==> src/design/ped_pkg.sv <==
`timescale 1ns / 1ps
package ped_pkg;

  localparam int LEN_WIDTH = 16;
  localparam int QDEPTH    = 4;
  localparam int QA_W      = $clog2(QDEPTH);
  localparam int QC_W      = $clog2(QDEPTH + 1);

  localparam logic [7:0] CH_PCT  = 8'h25;
  localparam logic [7:0] CH_NUL  = 8'h00;
  localparam logic [7:0] CH_0    = 8'h30;
  localparam logic [7:0] CH_9    = 8'h39;
  localparam logic [7:0] CH_A_UP = 8'h41;
  localparam logic [7:0] CH_F_UP = 8'h46;

  typedef enum logic [1:0] {
    PH_IDLE  = 2'd0,
    PH_PCT   = 2'd1,
    PH_DIGIT = 2'd2
  } phase_t;

  typedef struct packed {
    logic [15:0] len;
    logic [7:0]  ch;
    logic        last;
  } res_t;

  typedef struct packed {
    logic [1:0]           n;
    res_t                 r0;
    res_t                 r1;
    phase_t               ph;
    logic [7:0]           held;
    logic [LEN_WIDTH-1:0] cnt;
  } dec_t;

  function automatic logic is_hex(input logic [7:0] c);
    return ((c >= CH_0) && (c <= CH_9)) || ((c >= CH_A_UP) && (c <= CH_F_UP));
  endfunction

  // 'A'..'F' have low nibbles 1..6
  function automatic logic [3:0] hex_val(input logic [7:0] c);
    return (c <= CH_9) ? c[3:0] : 4'(c[3:0] + 4'd9);
  endfunction

  function automatic logic [LEN_WIDTH-1:0] sat_inc(input logic [LEN_WIDTH-1:0] c);
    return (&c) ? c : LEN_WIDTH'(c + 1'b1);
  endfunction

  function automatic logic [15:0] len16(input logic [LEN_WIDTH-1:0] c);
    logic [LEN_WIDTH+15:0] ext;
    ext = {16'b0, c};
    return ext[15:0];
  endfunction

endpackage

==> src/design/ped_decode.sv <==
`timescale 1ns / 1ps
module ped_decode import ped_pkg::*; (
  input  phase_t               ph,
  input  logic [7:0]           held,
  input  logic [LEN_WIDTH-1:0] cnt,
  input  logic [7:0]           c,
  output dec_t                 dec
);

  logic [LEN_WIDTH-1:0] cnt1;
  logic [LEN_WIDTH-1:0] cnt2;
  logic                 hex_c;

  assign cnt1  = sat_inc(cnt);
  assign cnt2  = sat_inc(cnt1);
  assign hex_c = is_hex(c);

  always_comb begin
    dec      = '0;
    dec.ph   = PH_IDLE;
    dec.held = held;
    dec.cnt  = cnt;
    if (c == CH_NUL) begin
      dec.held = '0;
      dec.cnt  = '0;
      if (ph == PH_DIGIT) begin
        dec.n  = 2'd2;
        dec.r0 = '{len: len16(cnt1), ch: held, last: 1'b0};
        dec.r1 = '{len: len16(cnt1), ch: CH_NUL, last: 1'b1};
      end else begin
        dec.n  = 2'd1;
        dec.r0 = '{len: len16(cnt), ch: CH_NUL, last: 1'b1};
      end
    end else begin
      unique case (ph)
        PH_PCT: begin
          if (hex_c) begin
            dec.held = c;
            dec.ph   = PH_DIGIT;
          end else if (c == CH_PCT) begin
            dec.ph = PH_PCT;
          end else begin
            dec.n   = 2'd1;
            dec.cnt = cnt1;
            dec.r0  = '{len: len16(cnt1), ch: c, last: 1'b0};
          end
        end
        PH_DIGIT: begin
          dec.held = '0;
          dec.n    = 2'd1;
          dec.cnt  = cnt1;
          if (hex_c) begin
            dec.r0 = '{len: len16(cnt1), ch: {hex_val(held), hex_val(c)}, last: 1'b0};
          end else begin
            dec.r0 = '{len: len16(cnt1), ch: held, last: 1'b0};
            if (c == CH_PCT) begin
              dec.ph = PH_PCT;
            end else begin
              dec.n   = 2'd2;
              dec.cnt = cnt2;
              dec.r1  = '{len: len16(cnt2), ch: c, last: 1'b0};
            end
          end
        end
        default: begin
          if (c == CH_PCT) begin
            dec.ph = PH_PCT;
          end else begin
            dec.n   = 2'd1;
            dec.cnt = cnt1;
            dec.r0  = '{len: len16(cnt1), ch: c, last: 1'b0};
          end
        end
      endcase
    end
  end

endmodule

==> src/design/percent_escape_decoder.sv <==
`timescale 1ns / 1ps
// Percent-escape decoder for a byte stream.
// Input: one string byte per word on in_tdata; a zero byte ends the string.
// Output: decoded bytes on out_tdata with the running decoded length;
// out_tlast marks the end word after the terminator, which carries the
// final length and a zero byte. The length counter saturates.
// Each result is registered in a result queue before it reaches the output.
// Throughput: one byte per cycle. A byte can cause two words (held digit
// plus the byte, or held digit plus end word); the extra word drains from
// a 4-entry result queue, and in_tready drops while fewer than two queue
// slots are free.
// Reset: escape state, held digit and length clear, the queue empties.
// A stalled receiver holds out_tdata/out_tlast steady; input bytes are
// still taken while at least two queue slots stay free.
module percent_escape_decoder import ped_pkg::*; (
  input  logic        clk,
  input  logic        rst_n,
  input  logic        in_tvalid,
  output logic        in_tready,
  input  logic [7:0]  in_tdata,   // [7:0] in_char
  output logic        out_tvalid,
  input  logic        out_tready,
  output logic [23:0] out_tdata,  // [7:0] out_char, [23:8] decoded_len
  output logic        out_tlast   // is_end
);

  phase_t               phase_r, phase_nxt;
  logic [7:0]           held_r, held_nxt;
  logic [LEN_WIDTH-1:0] len_r, len_nxt;

  res_t                 q_r [QDEPTH];
  logic [QA_W-1:0]      wp_r, wp_nxt;
  logic [QA_W-1:0]      rp_r, rp_nxt;
  logic [QC_W-1:0]      q_cnt_r, q_cnt_nxt;

  dec_t                 dec;
  logic                 in_acc;
  logic                 out_acc;
  logic [1:0]           push_n;
  res_t                 head;

  ped_decode u_dec (
    .ph   (phase_r),
    .held (held_r),
    .cnt  (len_r),
    .c    (in_tdata),
    .dec  (dec)
  );

  assign in_tready  = (q_cnt_r <= QC_W'(QDEPTH - 2));
  assign in_acc     = in_tvalid && in_tready;
  assign out_tvalid = (q_cnt_r != '0);
  assign out_acc    = out_tvalid && out_tready;
  assign push_n     = in_acc ? dec.n : 2'd0;

  assign head       = q_r[rp_r];
  assign out_tdata  = {head.len, head.ch};
  assign out_tlast  = head.last;

  always_comb begin
    phase_nxt = in_acc ? dec.ph   : phase_r;
    held_nxt  = in_acc ? dec.held : held_r;
    len_nxt   = in_acc ? dec.cnt  : len_r;
    wp_nxt    = QA_W'(wp_r + push_n);
    rp_nxt    = out_acc ? QA_W'(rp_r + 1'b1) : rp_r;
    q_cnt_nxt = QC_W'(q_cnt_r + push_n - {1'b0, out_acc});
  end

  always_ff @(posedge clk) begin
    if (!rst_n) begin
      phase_r <= PH_IDLE;
      held_r  <= '0;
      len_r   <= '0;
      wp_r    <= '0;
      rp_r    <= '0;
      q_cnt_r <= '0;
    end else begin
      phase_r <= phase_nxt;
      held_r  <= held_nxt;
      len_r   <= len_nxt;
      wp_r    <= wp_nxt;
      rp_r    <= rp_nxt;
      q_cnt_r <= q_cnt_nxt;
    end
  end

  always_ff @(posedge clk) begin
    if (push_n != 2'd0) begin
      q_r[wp_r] <= dec.r0;
    end
    if (push_n == 2'd2) begin
      q_r[QA_W'(wp_r + 1'b1)] <= dec.r1;
    end
  end

  a_q_bound: assert property (@(posedge clk) disable iff (!rst_n)
    q_cnt_r <= QC_W'(QDEPTH))
    else $error("result queue overflow");

  a_term_clears: assert property (@(posedge clk) disable iff (!rst_n)
    (in_acc && (in_tdata == CH_NUL)) |=> (phase_r == PH_IDLE) && (len_r == '0))
    else $error("terminator did not clear string state");

  a_end_zero: assert property (@(posedge clk) disable iff (!rst_n)
    (out_tvalid && out_tlast) |-> (out_tdata[7:0] == CH_NUL))
    else $error("end word carries a nonzero byte");

endmodule

==> config.mk <==
export PLATFORM = sky130hd
export DESIGN_NAME = percent_escape_decoder
export DESIGN_NICKNAME = d
export VERILOG_FILES = /design/src/design/ped_pkg.sv /design/src/design/ped_decode.sv /design/src/design/percent_escape_decoder.sv
export SDC_FILE = /design/constraint.sdc
export NUM_CORES = 1
export LEC_CHECK = 0
export BUFFER_PORTS_ARGS = -buffer_cell sky130_fd_sc_hd__clkbuf_2
export CAP_MARGIN = 30
export CORE_MARGIN = 2
export CORE_UTILIZATION = 33
export DETAILED_ROUTE_END_ITERATION = 7
export PLACE_DENSITY = 0.52
export SETUP_SLACK_MARGIN = 0.05
export SLEW_MARGIN = 20
export SYNTH_ARGS = -nofsm -noshare
export SYNTH_HDL_FRONTEND = slang
export SYNTH_SLANG_ARGS = --single-unit
==> constraint.sdc <==
create_clock -name clk -period 5 [get_ports clk]
set_clock_uncertainty 0.15 [all_clocks]
set_input_delay 0.25 -clock clk [delete_from_list [all_inputs] [get_ports clk]]
set_output_delay 0.25 -clock clk [all_outputs]
set_load 0.1 [all_outputs]
==> run metrics <==
most frequent cell after synthesis=edfxtp_1; Synth async-reset ratio=0; final core utilization=0.383; largest net degree at the start of global routing=35; Min-Delay Path Depth=4; # IOs=39; number of antenna repair diodes=0; R2R cell count=14; WHS=0.101 ns; CTS tree=built; Inst Count DP=1250; Max VDD drop=262 uV; Place WS=0.587 ns; Setup violations, final=0; post-synthesis cell area=0.00885 mm^2; Longest Clk Path Bufs=2; gr usage total=0.188; Synth top area share=0.339; worst-path fanout max=12; antenna violations before repair=0; final std cells w/o fill=1284; CP startpoint kind=flip-flop; Detailed Place HPWL=18.2 mm; Post-Syn Area per Cell=9.67 um^2; Compound-Gate Fraction of Synth Area=0.181; vias per cell=5.63; Design Area, Final=0.0100 mm^2; cell count after synthesis=915; final worst slack=0.545 ns; worst reg-to-reg setup slack=0.54 ns; critical path class=reg -> reg; Max-cap violations=0; CP Buf/Inv Count=2; Area Growth Syn to Fin=13.4%; crit share post-route=0.891; share of cells above drive strength 1=0.181; CTS Buf Count=17; YS warnings=0; RD Place Congestion=0.905; DRC errors left=0; Die Ht=168 um; Post-Synth Adder-Cell Area=0.0249; Synth Area in XOR/XNOR=0.0267; post-synth top area cell=edfxtp_1; H-tree depth=4; cell repeated most along the worst path=mux2i_1; main area contributors after synthesis=edfxtp_1 34%, dfxtp_1 7.9%, mux4_2 6.4%; Congestion Overflow GR=0; hold crit path type=in -> reg; Seq cells post-synth=135; met3 usage=0.0317; Setup Fix Bufs, Post-CTS=0; CTS Hold Bufs=0; Post-synth EDFFs=100; leak pwr=3.60 nW; post-DR wirelength/cell=20.1 um; slowest CP cell=or4_1; M1 GR Usage=0.280; Worst EP required=4.98 ns; synth cell count leaders=100 x edfxtp_1, 94 x nor2_1, 80 x a21oi_1; Pre-antenna DRT Iters=5; Reg clk slew, reported paths=0.07 ns; post-synthesis simple-gate area fraction=0.192; TNS Setup=0 ns; CTS Sinks=135; first-pass GRT wire length=40.6 mm; RR Startpoint=len_r[5]; Placement Cell Area=0.00943 mm^2; number of global-route vias before repair=6712; GR Util met2=0.281; number of routed nets with antenna violations=0; CP max stage delay=0.56 ns; CTS resizes=0; Setup crit end kind=flip-flop; RR Endpoint=q_r[1][14]; Slew @ Worst Pin=0.839 ns; initial drt markers=729; PortBufs=38; core box area=0.0262 mm^2; RSZ-0062 raised after global routing=no; fmax=224 MHz; Row Count=59; syn_nets=944; Top FF cell, synth=edfxtp_1; die area=0.0282 mm^2; beginning of the worst hold path=in_tvalid; starting density of the core=0.338; crit path time final=4.46 ns; Distinct cells, synth=80; chip width=168 um; busiest grt layer=met2; worst-path cell chain=nand4_2 > buf_4 > or4_1 > mux2i_1 > inv_1 > ha_1 > and4b_1 > a41o_1 > o21bai_1 > nor4_4 > and2_1 > or3_1 > a31oi_2 > mux2i_1; Crit path max-delay family=simple AND/OR/NAND/NOR gates; pins over their slew limit=0; Post-layout nets=965; Worst-Skew Late Latency=0.43 ns; pwr/cell area=419 mW/mm^2; CTS Root Cell=clkbuf_16; status=complete, no violations; arrival time at the worst endpoint=4.44 ns; largest family of logic cells by synthesized area=simple AND/OR/NAND/NOR gates; Max-slew headroom=0.441; total power=4.21 mW; post-synthesis mux area share=0.108; via count=7227; Hold Path Sink=phase_r[1]; wirelength, routed=25.8 mm; register area share after synthesis=0.418; Final Hold Vio Count=0
-- worst reg2reg max path, delay by kind of cell (launching register included) --
kind	cells	cell delay, ns
muxes	2	0.35
and+or+nand+nor	6	1.70
AOI/OAI and AO/OA	3	0.87
buffers and inverters	2	0.29
adders and majority gates	1	0.27
DFF	1	0.52
-- flip-flops by register name, summed over array words and instances (netlist names), named ones only --
| name | count |
|---|---|
| wp_r | 2 |
| phase_r | 2 |
| q_r | 100 |
| q_cnt_r | 3 |
| len_r | 16 |
| rp_r | 2 |
| held_r | 8 |
-- routing by layer --
| layer | vias up | wire length [um] |
|---|---|---|
| li1 | 3476 | - |
| met1 | 3478 | 12700 |
| met2 | 244 | 11300 |
| met3 | 29 | 1520 |
| met4 | 0 | 372 |
| met5 | - | 0 |
-- kinds of logic after synthesis --
kind of cell,after synthesis
AOI/OAI and AO/OA,251
xor gates and xnor gates,27
adders and majority gates,17
buffers and inverters,99
DFF,135
muxes,64
and+or+nand+nor,322
-- area by class of cell --
| type | instances | area, um^2 |
|---|---|---|
| fillers | 2619 | 16200 |
| clock inverters | 15 | 163 |
| inverters | 28 | 105 |
| flip-flops and latches | 135 | 3700 |
| clock buffers | 17 | 425 |
| repair buffers | 73 | 477 |
| multi-input cells | 681 | 4740 |
| well taps | 335 | 419 |
-- layout by cell type (no fill, tap or decap), types with 9 or more instances in the layout --
master,synthesis,final
mux2i_1,36,36
a21oi_1,80,80
nand3_1,33,33
buf_4,0,33
o21ai_0,63,62
nand4_1,10,10
a31oi_1,13,13
nand2_1,72,72
and3_1,9,9
dfxtp_1,35,34
xor2_1,10,10
xnor2_1,17,17
or3_1,10,10
inv_1,28,28
clkbuf_16,0,17
a22oi_1,13,13
nor2_1,94,93
ha_1,16,15
nor3_1,11,10
clkbuf_2,0,38
nor2b_1,16,15
o22ai_1,11,11
and2_1,16,16
mux4_2,25,25
edfxtp_1,100,100
-- worst max-delay path by stage --
| stage | from | endpoint | slack (ns) | depth (start not counted) |
|---|---|---|---|---|
| floorplan | q_cnt_r[1] | q_r[0][0] | 0.38 | 7 |
| global placement | len_r[5] | q_r[1][14] | 0.66 | 14 |
| detailed placement | len_r[5] | q_r[1][14] | 0.59 | 14 |
| CTS | len_r[5] | q_r[1][14] | 0.55 | 14 |
| global route | len_r[9] | q_r[1][14] | 0.19 | 13 |
| finish | len_r[5] | q_r[1][14] | 0.54 | 14 |
-- power by group --
part	leakage, nW	total [mW]	switching, mW	internal [mW]
Sequential	1.21	1.41	0.0801	1.33
Clock	0.276	1.27	0.561	0.706
Combinational	2.11	1.53	1.16	0.364
Total	3.60	4.21	1.80	2.40
Note: power is estimated with default switching activity, not from simulation.
